### src/design/tcw_pkg.sv
// Shared constants and types of the tagged chunk walker.
`timescale 1ns / 1ps

package tcw_pkg;

   localparam int POSITION_BITS = 24;
   localparam int COUNT_BITS = 16;
   localparam int BYTE_BITS = 8;
   localparam int TAG_BITS = 32;
   localparam int LENGTH_BITS = 32;
   localparam int INDEX_BITS = 16;
   localparam int OFFSET_BITS = 24;
   localparam int OCCURRENCE_BITS = 16;
   localparam int HDR_POS_BITS = 3;
   localparam int COMPARE_BITS = 32;

   localparam int CSR_INDEX_BITS = 1;
   localparam int CSR_DATA_BITS = 32;

   localparam int QUEUE_DEPTH = 4;
   localparam int QUEUE_PTR_BITS = 2;
   localparam int QUEUE_COUNT_BITS = 3;

   localparam logic [CSR_INDEX_BITS-1:0] CSR_WANTED_TAG = 1'd0;
   localparam logic [CSR_INDEX_BITS-1:0] CSR_WANTED_OCCURRENCE = 1'd1;

   localparam logic [HDR_POS_BITS-1:0] HDR_LAST_BYTE = 3'd7;

   localparam logic KIND_SECTION = 1'b0;
   localparam logic KIND_SUMMARY = 1'b1;

   typedef struct packed {
      logic                     kind;
      logic [INDEX_BITS-1:0]    section_index;
      logic [TAG_BITS-1:0]      section_tag;
      logic [OFFSET_BITS-1:0]   payload_offset;
      logic [LENGTH_BITS-1:0]   payload_length;
      logic                     tag_matches;
      logic                     is_wanted;
      logic                     file_valid;
      logic [INDEX_BITS-1:0]    section_total;
      logic [INDEX_BITS-1:0]    match_total;
      logic                     last_of_run;
   } rsp_type;

   typedef struct packed {
      logic    desc_valid;
      logic    summary_valid;
      rsp_type desc;
      rsp_type summary;
   } walk_out_type;

endpackage

### src/design/tcw_req_if.sv
// Request channel carrying one file byte per transfer.
`timescale 1ns / 1ps

interface tcw_req_if
   import tcw_pkg::*;
   ();
   logic                 valid;
   logic                 ready;
   logic [BYTE_BITS-1:0] data_byte;
   logic                 end_of_file;

   modport source (output valid, output data_byte, output end_of_file, input ready);
   modport sink (input valid, input data_byte, input end_of_file, output ready);
endinterface

### src/design/tcw_rsp_if.sv
// Result channel carrying section descriptors and end-of-file summaries.
`timescale 1ns / 1ps

interface tcw_rsp_if
   import tcw_pkg::*;
   ();
   logic                   valid;
   logic                   ready;
   logic                   kind;
   logic [INDEX_BITS-1:0]  section_index;
   logic [TAG_BITS-1:0]    section_tag;
   logic [OFFSET_BITS-1:0] payload_offset;
   logic [LENGTH_BITS-1:0] payload_length;
   logic                   tag_matches;
   logic                   is_wanted;
   logic                   file_valid;
   logic [INDEX_BITS-1:0]  section_total;
   logic [INDEX_BITS-1:0]  match_total;
   logic                   last_of_run;

   modport source (
      output valid, output kind, output section_index, output section_tag,
      output payload_offset, output payload_length, output tag_matches,
      output is_wanted, output file_valid, output section_total,
      output match_total, output last_of_run, input ready
   );
   modport sink (
      input valid, input kind, input section_index, input section_tag,
      input payload_offset, input payload_length, input tag_matches,
      input is_wanted, input file_valid, input section_total,
      input match_total, input last_of_run, output ready
   );
endinterface

### src/design/tagged_chunk_walker_core.sv
// Top level of the tagged chunk walker.
`timescale 1ns / 1ps

// The walker takes one file byte per request and can accept a new byte in every
// clock cycle while at least two of the four queue entries are free. A section
// descriptor comes out after the eighth header byte of each section, and an
// end-of-file summary after the byte marked as the last one; each result is queued
// behind any results still waiting. A steady stream runs at one byte per cycle as
// long as the response side drains one result per cycle. A byte that closes a
// header and ends the file gives two results, which enter the queue together and
// leave it in turn. The wanted tag and occurrence are to be written through the
// csr port between files; the walker does not enforce this.

module tagged_chunk_walker_core
   import tcw_pkg::*;
(
   input  logic                      clock,
   input  logic                      reset,
   tcw_req_if.sink                   req_chan,
   tcw_rsp_if.source                 rsp_chan,
   input  logic                      csr_write_enable,
   input  logic [CSR_INDEX_BITS-1:0] csr_index,
   input  logic [CSR_DATA_BITS-1:0]  csr_write_data
);

   walk_out_type walk_out;
   rsp_type      rsp_data;
   logic         queue_ready;
   logic         req_fire;

   assign req_chan.ready = queue_ready;
   assign req_fire = req_chan.valid && queue_ready;

   tcw_walker u_walker (
      .clock            (clock),
      .reset            (reset),
      .csr_write_enable (csr_write_enable),
      .csr_index        (csr_index),
      .csr_write_data   (csr_write_data),
      .in_fire          (req_fire),
      .in_byte          (req_chan.data_byte),
      .in_eof           (req_chan.end_of_file),
      .walk_out         (walk_out)
   );

   tcw_rsp_queue u_rsp_queue (
      .clock     (clock),
      .reset     (reset),
      .walk_in   (walk_out),
      .in_ready  (queue_ready),
      .out_valid (rsp_chan.valid),
      .out_ready (rsp_chan.ready),
      .out_data  (rsp_data)
   );

   assign rsp_chan.kind = rsp_data.kind;
   assign rsp_chan.section_index = rsp_data.section_index;
   assign rsp_chan.section_tag = rsp_data.section_tag;
   assign rsp_chan.payload_offset = rsp_data.payload_offset;
   assign rsp_chan.payload_length = rsp_data.payload_length;
   assign rsp_chan.tag_matches = rsp_data.tag_matches;
   assign rsp_chan.is_wanted = rsp_data.is_wanted;
   assign rsp_chan.file_valid = rsp_data.file_valid;
   assign rsp_chan.section_total = rsp_data.section_total;
   assign rsp_chan.match_total = rsp_data.match_total;
   assign rsp_chan.last_of_run = rsp_data.last_of_run;

endmodule

### src/design/tcw_walker.sv
// Header parser, payload skipper and counters of the chunk walker.
`timescale 1ns / 1ps

module tcw_walker
   import tcw_pkg::*;
(
   input  logic                      clock,
   input  logic                      reset,
   input  logic                      csr_write_enable,
   input  logic [CSR_INDEX_BITS-1:0] csr_index,
   input  logic [CSR_DATA_BITS-1:0]  csr_write_data,
   input  logic                      in_fire,
   input  logic [BYTE_BITS-1:0]      in_byte,
   input  logic                      in_eof,
   output walk_out_type              walk_out
);

   localparam logic [POSITION_BITS-1:0] POSITION_MAX = {POSITION_BITS{1'b1}};
   localparam logic [COUNT_BITS-1:0] COUNT_MAX = {COUNT_BITS{1'b1}};

   logic [TAG_BITS-1:0]        wanted_tag_ff;
   logic [OCCURRENCE_BITS-1:0] wanted_occurrence_ff;

   logic [HDR_POS_BITS-1:0]  header_position_ff, header_position_in;
   logic                     in_payload_ff, in_payload_in;
   logic [TAG_BITS-1:0]      tag_assembly_ff, tag_assembly_in;
   logic [LENGTH_BITS-1:0]   length_assembly_ff, length_assembly_in;
   logic [LENGTH_BITS-1:0]   payload_remaining_ff, payload_remaining_in;
   logic [POSITION_BITS-1:0] byte_position_ff, byte_position_in;
   logic                     position_overflow_ff, position_overflow_in;
   logic [COUNT_BITS-1:0]    sections_seen_ff, sections_seen_in;
   logic [COUNT_BITS-1:0]    matches_seen_ff, matches_seen_in;

   logic [LENGTH_BITS-1:0] lane_byte;
   logic [LENGTH_BITS-1:0] length_full;
   logic                   tag_match;
   logic                   header_done;
   logic                   summary_ok;

   assign lane_byte = LENGTH_BITS'(in_byte) << {header_position_ff[1:0], 3'b000};
   assign length_full = length_assembly_ff | lane_byte;
   assign tag_match = tag_assembly_ff == wanted_tag_ff;
   assign header_done = !in_payload_ff && header_position_ff == HDR_LAST_BYTE;

   always_comb begin
      header_position_in = header_position_ff;
      in_payload_in = in_payload_ff;
      tag_assembly_in = tag_assembly_ff;
      length_assembly_in = length_assembly_ff;
      payload_remaining_in = payload_remaining_ff;
      byte_position_in = byte_position_ff;
      position_overflow_in = position_overflow_ff;
      sections_seen_in = sections_seen_ff;
      matches_seen_in = matches_seen_ff;
      summary_ok = 1'b0;
      walk_out = '0;
      walk_out.desc.kind = KIND_SECTION;
      walk_out.summary.kind = KIND_SUMMARY;

      if (in_fire) begin
         if (byte_position_ff == POSITION_MAX) begin
            position_overflow_in = 1'b1;
         end else begin
            byte_position_in = POSITION_BITS'(byte_position_ff + 1'b1);
         end

         if (in_payload_ff) begin
            payload_remaining_in = LENGTH_BITS'(payload_remaining_ff - 1'b1);
            if (payload_remaining_in == '0) begin
               in_payload_in = 1'b0;
            end
         end else if (!header_position_ff[2]) begin
            tag_assembly_in = tag_assembly_ff | TAG_BITS'(lane_byte);
            header_position_in = HDR_POS_BITS'(header_position_ff + 1'b1);
         end else begin
            header_position_in = HDR_POS_BITS'(header_position_ff + 1'b1);
            length_assembly_in = length_full;
            if (header_done) begin
               walk_out.desc_valid = 1'b1;
               walk_out.desc.section_index = INDEX_BITS'(sections_seen_ff);
               walk_out.desc.section_tag = tag_assembly_ff;
               walk_out.desc.payload_offset = OFFSET_BITS'(byte_position_in);
               walk_out.desc.payload_length = length_full;
               walk_out.desc.tag_matches = tag_match;
               walk_out.desc.is_wanted = tag_match &&
                  (COMPARE_BITS'(matches_seen_ff) == COMPARE_BITS'(wanted_occurrence_ff));
               walk_out.desc.last_of_run = !in_eof;

               if (sections_seen_ff == COUNT_MAX) begin
                  position_overflow_in = 1'b1;
               end else begin
                  sections_seen_in = COUNT_BITS'(sections_seen_ff + 1'b1);
               end
               if (tag_match) begin
                  if (matches_seen_ff == COUNT_MAX) begin
                     position_overflow_in = 1'b1;
                  end else begin
                     matches_seen_in = COUNT_BITS'(matches_seen_ff + 1'b1);
                  end
               end
               if (length_full != '0) begin
                  in_payload_in = 1'b1;
                  payload_remaining_in = length_full;
               end
               tag_assembly_in = '0;
               length_assembly_in = '0;
            end
         end

         if (in_eof) begin
            summary_ok = header_position_in == '0 && !in_payload_in && !position_overflow_in;
            walk_out.summary_valid = 1'b1;
            walk_out.summary.file_valid = summary_ok;
            walk_out.summary.section_total = summary_ok ? INDEX_BITS'(sections_seen_in) : '0;
            walk_out.summary.match_total = summary_ok ? INDEX_BITS'(matches_seen_in) : '0;
            walk_out.summary.last_of_run = 1'b1;

            header_position_in = '0;
            in_payload_in = 1'b0;
            tag_assembly_in = '0;
            length_assembly_in = '0;
            payload_remaining_in = '0;
            byte_position_in = '0;
            position_overflow_in = 1'b0;
            sections_seen_in = '0;
            matches_seen_in = '0;
         end
      end
   end

   always_ff @(posedge clock) begin
      if (reset) begin
         wanted_tag_ff <= '0;
         wanted_occurrence_ff <= '0;
      end else if (csr_write_enable) begin
         case (csr_index)
            CSR_WANTED_TAG: begin
               wanted_tag_ff <= TAG_BITS'(csr_write_data);
            end
            CSR_WANTED_OCCURRENCE: begin
               wanted_occurrence_ff <= OCCURRENCE_BITS'(csr_write_data);
            end
            default: begin
            end
         endcase
      end
   end

   always_ff @(posedge clock) begin
      if (reset) begin
         header_position_ff <= '0;
         in_payload_ff <= 1'b0;
         tag_assembly_ff <= '0;
         length_assembly_ff <= '0;
         payload_remaining_ff <= '0;
         byte_position_ff <= '0;
         position_overflow_ff <= 1'b0;
         sections_seen_ff <= '0;
         matches_seen_ff <= '0;
      end else begin
         header_position_ff <= header_position_in;
         in_payload_ff <= in_payload_in;
         tag_assembly_ff <= tag_assembly_in;
         length_assembly_ff <= length_assembly_in;
         payload_remaining_ff <= payload_remaining_in;
         byte_position_ff <= byte_position_in;
         position_overflow_ff <= position_overflow_in;
         sections_seen_ff <= sections_seen_in;
         matches_seen_ff <= matches_seen_in;
      end
   end

`ifndef SYNTHESIS
   assert property (@(posedge clock) disable iff (reset)
      in_payload_ff |-> payload_remaining_ff != '0)
      else $error("Payload skip active with nothing left to skip.");

   assert property (@(posedge clock) disable iff (reset)
      in_payload_ff |-> header_position_ff == '0)
      else $error("Payload skip active in the middle of a header.");

   assert property (@(posedge clock) disable iff (reset)
      (in_fire && in_eof) |=> (byte_position_ff == '0 && sections_seen_ff == '0 &&
                               !position_overflow_ff))
      else $error("Walk state not cleared after an end-of-file byte.");
`endif

endmodule

### src/design/tcw_rsp_queue.sv
// Four-entry result queue that decouples the walker from the result channel.
`timescale 1ns / 1ps

module tcw_rsp_queue
   import tcw_pkg::*;
(
   input  logic         clock,
   input  logic         reset,
   input  walk_out_type walk_in,
   output logic         in_ready,
   output logic         out_valid,
   input  logic         out_ready,
   output rsp_type      out_data
);

   rsp_type                     entries_ff [QUEUE_DEPTH];
   logic [QUEUE_PTR_BITS-1:0]   wr_ptr_ff, wr_ptr_in;
   logic [QUEUE_PTR_BITS-1:0]   rd_ptr_ff, rd_ptr_in;
   logic [QUEUE_COUNT_BITS-1:0] count_ff, count_in;
   logic [QUEUE_COUNT_BITS-1:0] push_count;
   logic                        pop;
   logic [QUEUE_PTR_BITS-1:0]   wr_ptr_next;
   rsp_type                     first_push;

   assign push_count = QUEUE_COUNT_BITS'(walk_in.desc_valid) +
                       QUEUE_COUNT_BITS'(walk_in.summary_valid);
   assign first_push = walk_in.desc_valid ? walk_in.desc : walk_in.summary;
   assign wr_ptr_next = QUEUE_PTR_BITS'(wr_ptr_ff + 1'b1);
   assign pop = out_valid && out_ready;

   assign in_ready = count_ff <= QUEUE_COUNT_BITS'(QUEUE_DEPTH - 2);
   assign out_valid = count_ff != '0;
   assign out_data = entries_ff[rd_ptr_ff];

   assign wr_ptr_in = QUEUE_PTR_BITS'(wr_ptr_ff + push_count);
   assign rd_ptr_in = QUEUE_PTR_BITS'(rd_ptr_ff + pop);
   assign count_in = QUEUE_COUNT_BITS'(count_ff + push_count - QUEUE_COUNT_BITS'(pop));

   always_ff @(posedge clock) begin
      if (push_count != '0) begin
         entries_ff[wr_ptr_ff] <= first_push;
      end
      if (walk_in.desc_valid && walk_in.summary_valid) begin
         entries_ff[wr_ptr_next] <= walk_in.summary;
      end
   end

   always_ff @(posedge clock) begin
      if (reset) begin
         wr_ptr_ff <= '0;
         rd_ptr_ff <= '0;
         count_ff <= '0;
      end else begin
         wr_ptr_ff <= wr_ptr_in;
         rd_ptr_ff <= rd_ptr_in;
         count_ff <= count_in;
      end
   end

`ifndef SYNTHESIS
   assert property (@(posedge clock) disable iff (reset)
      count_ff <= QUEUE_COUNT_BITS'(QUEUE_DEPTH))
      else $error("Result queue holds more entries than it has.");

   assert property (@(posedge clock) disable iff (reset)
      (push_count == QUEUE_COUNT_BITS'(2) && !pop) |=>
         count_ff == QUEUE_COUNT_BITS'($past(count_ff) + 2'd2))
      else $error("Double push did not add two entries.");

   assert property (@(posedge clock) disable iff (reset)
      (push_count == '0 && pop) |=>
         count_ff == QUEUE_COUNT_BITS'($past(count_ff) - 1'b1))
      else $error("Lone pop did not remove one entry.");
`endif

endmodule

### src/flat_wrapper.sv
// flat-port wrapper written by rule: the top's interface ports become plain ports
module tagged_chunk_walker_core_flat import tcw_pkg::*;
  (clock, reset, csr_write_enable, csr_index, csr_write_data, req_chan_valid, req_chan_data_byte, req_chan_end_of_file, req_chan_ready, rsp_chan_valid, rsp_chan_kind, rsp_chan_section_index, rsp_chan_section_tag, rsp_chan_payload_offset, rsp_chan_payload_length, rsp_chan_tag_matches, rsp_chan_is_wanted, rsp_chan_file_valid, rsp_chan_section_total, rsp_chan_match_total, rsp_chan_last_of_run, rsp_chan_ready);
  tcw_req_if req_chan_i ();
  tcw_rsp_if rsp_chan_i ();
  input  logic clock;
  input  logic reset;
  input  logic csr_write_enable;
  input  logic [CSR_INDEX_BITS-1:0] csr_index;
  input  logic [CSR_DATA_BITS-1:0] csr_write_data;
  input wire logic [$bits(req_chan_i.valid)-1:0] req_chan_valid;
  input wire logic [$bits(req_chan_i.data_byte)-1:0] req_chan_data_byte;
  input wire logic [$bits(req_chan_i.end_of_file)-1:0] req_chan_end_of_file;
  output wire logic [$bits(req_chan_i.ready)-1:0] req_chan_ready;
  output wire logic [$bits(rsp_chan_i.valid)-1:0] rsp_chan_valid;
  output wire logic [$bits(rsp_chan_i.kind)-1:0] rsp_chan_kind;
  output wire logic [$bits(rsp_chan_i.section_index)-1:0] rsp_chan_section_index;
  output wire logic [$bits(rsp_chan_i.section_tag)-1:0] rsp_chan_section_tag;
  output wire logic [$bits(rsp_chan_i.payload_offset)-1:0] rsp_chan_payload_offset;
  output wire logic [$bits(rsp_chan_i.payload_length)-1:0] rsp_chan_payload_length;
  output wire logic [$bits(rsp_chan_i.tag_matches)-1:0] rsp_chan_tag_matches;
  output wire logic [$bits(rsp_chan_i.is_wanted)-1:0] rsp_chan_is_wanted;
  output wire logic [$bits(rsp_chan_i.file_valid)-1:0] rsp_chan_file_valid;
  output wire logic [$bits(rsp_chan_i.section_total)-1:0] rsp_chan_section_total;
  output wire logic [$bits(rsp_chan_i.match_total)-1:0] rsp_chan_match_total;
  output wire logic [$bits(rsp_chan_i.last_of_run)-1:0] rsp_chan_last_of_run;
  input wire logic [$bits(rsp_chan_i.ready)-1:0] rsp_chan_ready;
  assign req_chan_i.valid = req_chan_valid;
  assign req_chan_i.data_byte = req_chan_data_byte;
  assign req_chan_i.end_of_file = req_chan_end_of_file;
  assign req_chan_ready = req_chan_i.ready;
  assign rsp_chan_valid = rsp_chan_i.valid;
  assign rsp_chan_kind = rsp_chan_i.kind;
  assign rsp_chan_section_index = rsp_chan_i.section_index;
  assign rsp_chan_section_tag = rsp_chan_i.section_tag;
  assign rsp_chan_payload_offset = rsp_chan_i.payload_offset;
  assign rsp_chan_payload_length = rsp_chan_i.payload_length;
  assign rsp_chan_tag_matches = rsp_chan_i.tag_matches;
  assign rsp_chan_is_wanted = rsp_chan_i.is_wanted;
  assign rsp_chan_file_valid = rsp_chan_i.file_valid;
  assign rsp_chan_section_total = rsp_chan_i.section_total;
  assign rsp_chan_match_total = rsp_chan_i.match_total;
  assign rsp_chan_last_of_run = rsp_chan_i.last_of_run;
  assign rsp_chan_i.ready = rsp_chan_ready;
  tagged_chunk_walker_core u_core (.clock(clock), .reset(reset), .req_chan(req_chan_i), .rsp_chan(rsp_chan_i), .csr_write_enable(csr_write_enable), .csr_index(csr_index), .csr_write_data(csr_write_data));
endmodule
### config.mk
export PLATFORM = sky130hd
export DESIGN_NAME = tagged_chunk_walker_core_flat
export DESIGN_NICKNAME = d
export VERILOG_FILES = /design/src/design/tcw_pkg.sv /design/src/design/tcw_req_if.sv /design/src/design/tcw_rsp_if.sv /design/src/design/tagged_chunk_walker_core.sv /design/src/design/tcw_walker.sv /design/src/design/tcw_rsp_queue.sv /design/src/flat_wrapper.sv
export SDC_FILE = /design/constraint.sdc
export NUM_CORES = 1
export LEC_CHECK = 0
export BUFFER_PORTS_ARGS = -buffer_cell sky130_fd_sc_hd__buf_2
export CORE_MARGIN = 8
export CORE_UTILIZATION = 31
export CTS_BUF_LIST = sky130_fd_sc_hd__clkbuf_4 sky130_fd_sc_hd__clkbuf_8
export DETAILED_ROUTE_END_ITERATION = 10
export SETUP_SLACK_MARGIN = 0.05
export SYNTH_ARGS = -nofsm -noshare
export SYNTH_HDL_FRONTEND = slang
export SYNTH_SLANG_ARGS = --single-unit
export TNS_END_PERCENT = 100
### constraint.sdc
create_clock -name clock -period 4.4 [get_ports clock]
set_input_delay 0.44 -clock clock [delete_from_list [all_inputs] [get_ports clock]]
set_output_delay 0.44 -clock clock [all_outputs]
set_load 0.02 [all_outputs]
==> flow_summary_export.csv <==
group,metric,value,unit
power_and_ir_drop,power.leakage,13.68,nW
route,wl_per_cell,21.38,um
power_and_ir_drop,p_seq_share,44.8,%
clock_tree,h-tree-depth,4,
timing,rsz0062_at_grt,"no",
power_and_ir_drop,p_comb_share,14.6,%
timing,fin_skew,0.05049,ns
layout,nNetsFinal,3462,
layout,syn2layout_area_growth,16.10,%
route,vias_per_cell,5.374,
clock_tree,post_cts_resized,0,
yosys,synth.area.top_cells,"dfxtp_1 39%, edfxtp_1 12%, mux4_2 9.6%",
layout,drive_gt1_share,19.58,%
worst_setup_path,start_kind,"flop",
worst_setup_path,reg2reg_depth,10,
clock_tree,cts_tree,"done",
yosys,syn_avg_cell_area,10.18,sq um
global_routing,grt_max_degree,87,
worst_setup_path,cp.arrival,4.40,ns
floorplanning,die_x,342.6,um
route,first_iter_violations,2280,
placement,gp_congestion,0.8551,
yosys,ys.warnings.count,0,
timing,setup_tns,0,ns
yosys,synth_seq_area_share,51.08,%
yosys,syn_area,0.03308,sq mm
worst_setup_path,setup.worst_path.class,"flop to flop",
worst_setup_path,end_kind,"flop",
floorplanning,ioPinCount,190,
job,maxCapViolations,0,
timing,setup_viol,0,
worst_setup_path,cpMaxStageDelayCell,"or4_4",
route,drc_errors,0,
timing,slew_viol_final,0,
yosys,synth_top_area_share,38.74,%
global_routing,grt_overflow,0,
route,vias,26371,
hold_path,whs_path_depth,4,
route,first_pass_iters,6,
clock_tree,cts_buffers,137,
placement,portBuffers,189,
yosys,synth_common_cells,"640 x dfxtp_1, 398 x nand2_1, 295 x o21ai_0",
timing,fin_crit_sh,86.23,%
power_and_ir_drop,switchingPower,4.794,mW
worst_setup_path,cp_data_required_time,5.00,ns
power_and_ir_drop,clkPwrFrac,40.6,%
placement,dp_hpwl,67590,um
worst_setup_path,cp_cell_sequence,"inv_1 > ha_1 > nor3b_4 > nand4_4 > or4_4 > a2111oi_4 > a41oi_2 > nand2b_1 > buf_4 > nor4b_2",
floorplanning,dieArea,0.1174,sq mm
clock_tree,clk_latency,0.80,ns
yosys,ys_ff_latch,776,
power_and_ir_drop,swShare,28.44,%
timing,hold_viol_final,0,
floorplanning,design.core.area,0.1065,sq mm
yosys,syn_inst,3250,
clock_tree,cts_sinks,776,
timing,tightest_slew,1.093,ns
yosys,synth_edf_count,136,
yosys,syn_nets,3312,
global_routing,antenna_found_initial,4,
global_routing,grt_pass1_wl,158500,um
clock_tree,root_buffer,"clkbuf_8",
floorplanning,die_y,342.6,um
yosys,async_reset_ff_share,0,%
yosys,synth_flop_cell,"dfxtp_1",
global_routing,grt_pass1_vias,25502,
timing,slew_headroom,27.16,%
yosys,ys_types,84,
hold_path,min_path_type,"input pin to flop",
layout,n_fill_cell,10699,
yosys,yosysMostFrequentCell,"dfxtp_1",
worst_setup_path,crit_fanout,33,
route,ant_nets,0,
floorplanning,floorplan.initialDensity,31.07,%
power_and_ir_drop,p_per_area,438.9,mW/mm^2
yosys,synth_top_area_cell,"dfxtp_1",
power_and_ir_drop,intPower,12.06,mW
route,drt-total-wl,104900,um
global_routing,track_usage,17.25,%
power_and_ir_drop,ir_drop,212.7,uV
power_and_ir_drop,power,16.85,mW
floorplanning,num_rows,120,
run_status,status,"finished, final reports clean",
worst_setup_path,max_stage_delay,0.62,ns
clock_tree,path_clk_slew,0.06,ns
clock_tree,clockBufferDepth,3,
timing,post-route-min-period,3.794,ns
timing,fmax,0.2636,GHz
## per-stage QoR
step / cell area [sq um] / cells / hold slack (ns) / setup slack, ns / util [%]
after floorplan: 33080 / 3250 / 0.4198 / 0.1311 / -
final: 38400 / 4907 / 0.1180 / 0.6060 / 36.07
after global routing: 38400 / 4907 / 0.09488 / 0.3997 / 36.07
after detailed placement: 35110 / 4617 / 0.4368 / 0.6274 / 32.99
after CTS: 38400 / 4906 / 0.03249 / 0.6048 / 36.07
after global placement: 35110 / 4617 / 0.4282 / 0.6953 / 32.99
## per-layer routing
layer | share of wire [%] | GRT usage (%) | wire length, um | vias to the layer above
li1 | - | - | - | 12182
met2 | 46 | 27.10 | 47980 | 973
met1 | 45 | 23.93 | 46910 | 13051
met3 | 7.2 | 3.285 | 7526 | 165
met4 | 2.4 | 5.450 | 2495 | 0
met5 | 0 | 0 | 0 | -
## cell families (layout without fill, tap and decap cells)
family,after synthesis,in the layout,synth area share (%)
compound gates,843,843,16.49
mux,147,147,9.783
xor+xnor,106,106,2.807
simple gates,1047,1047,14.99
flops,776,776,51.08
buf+inv,316,569,4.256
fa+ha+maj,15,15,0.5901
other cells,0,1,0
## state kept, by name, summed over array words and instances (netlist names)
name and count:
u_core.u_walker.wanted_tag_ff 32, u_core.u_walker.header_position_ff 3, u_core.u_rsp_queue.wr_ptr_ff 2, u_core.u_rsp_queue.entries_ff 564, u_core.u_walker.matches_seen_ff 16, u_core.u_walker.byte_position_ff 24
u_core.u_rsp_queue.count_ff 3, u_core.u_rsp_queue.rd_ptr_ff 2, u_core.u_walker.in_payload_ff 1, u_core.u_walker.tag_assembly_ff 32, u_core.u_walker.length_assembly_ff 32, u_core.u_walker.position_overflow_ff 1
u_core.u_walker.wanted_occurrence_ff 16, u_core.u_walker.payload_remaining_ff 32, u_core.u_walker.sections_seen_ff 16
## what timing repair did
action	4_1_cts	5_1_grt
endpoints found under the hold margin	48	0
setup buffers	0	0
hold buffers	47	0
endpoints found under the setup margin	0	0
## power by group through the flow
stage	clock network, mW	registers, mW	logic, mW
3_5_place_dp	0	7.71	2.46
2_1_floorplan	0	7.56	1.76
4_1_cts	7.00	7.55	2.49
6_report	6.85	7.55	2.46
3_3_place_gp	0	7.70	2.46
5_1_grt	7.32	7.57	2.64
## critical path, delay by kind of cell, from the launching register on
family | cells | cell delay, ns
compound gates | 2 | 0.68
simple gates | 5 | 1.90
fa+ha+maj | 1 | 0.28
buf+inv | 2 | 0.37
flops | 1 | 0.37
## cells in the final DEF, fill, tap and decap left out, types with 25 or more instances in the layout
master	netlist	final
clkbuf_4	0	38
edfxtp_1	136	136
or3_1	43	43
xor2_1	61	61
buf_2	7	188
dfxtp_1	640	638
nor2_1	217	212
o21ai_0	295	295
dlygate4sd3_1	0	47
mux4_2	141	141
a21oi_1	208	208
buf_4	5	62
xnor2_1	45	45
clkbuf_8	2	166
nor3_1	156	156
nand4_1	28	28
nand2_1	398	396
nor4_1	35	35
a22o_1	221	221
a21o_1	30	30
inv_1	25	25
nand3_1	48	48
## layout make-up
cell class | instances | area, sq um | share of cell area (%)
antenna | 1 | 2.502 | 0.006517
tap | 1403 | 1755 | 4.572
clock buffer | 204 | 2570 | 6.693
inverter | 25 | 93.84 | 0.2444
sequential | 776 | 16900 | 44.02
multi-input combinational | 2158 | 14850 | 38.68
clock inverter | 38 | 242.7 | 0.6321
timing repair buffer | 302 | 1977 | 5.148
## final timing paths
kind                                           start                                   end  slack (ns)
min reg2reg     u_core.u_rsp_queue.entries_ff[2][41]  u_core.u_rsp_queue.entries_ff[2][41]        0.45
max reg2reg  u_core.u_walker.payload_remaining_ff[0]  u_core.u_rsp_queue.entries_ff[1][14]        0.61
min                                 csr_write_enable     u_core.u_walker.wanted_tag_ff[29]        0.12
max          u_core.u_walker.payload_remaining_ff[0]  u_core.u_rsp_queue.entries_ff[1][14]        0.61
Power figures use the tool's default switching activity.
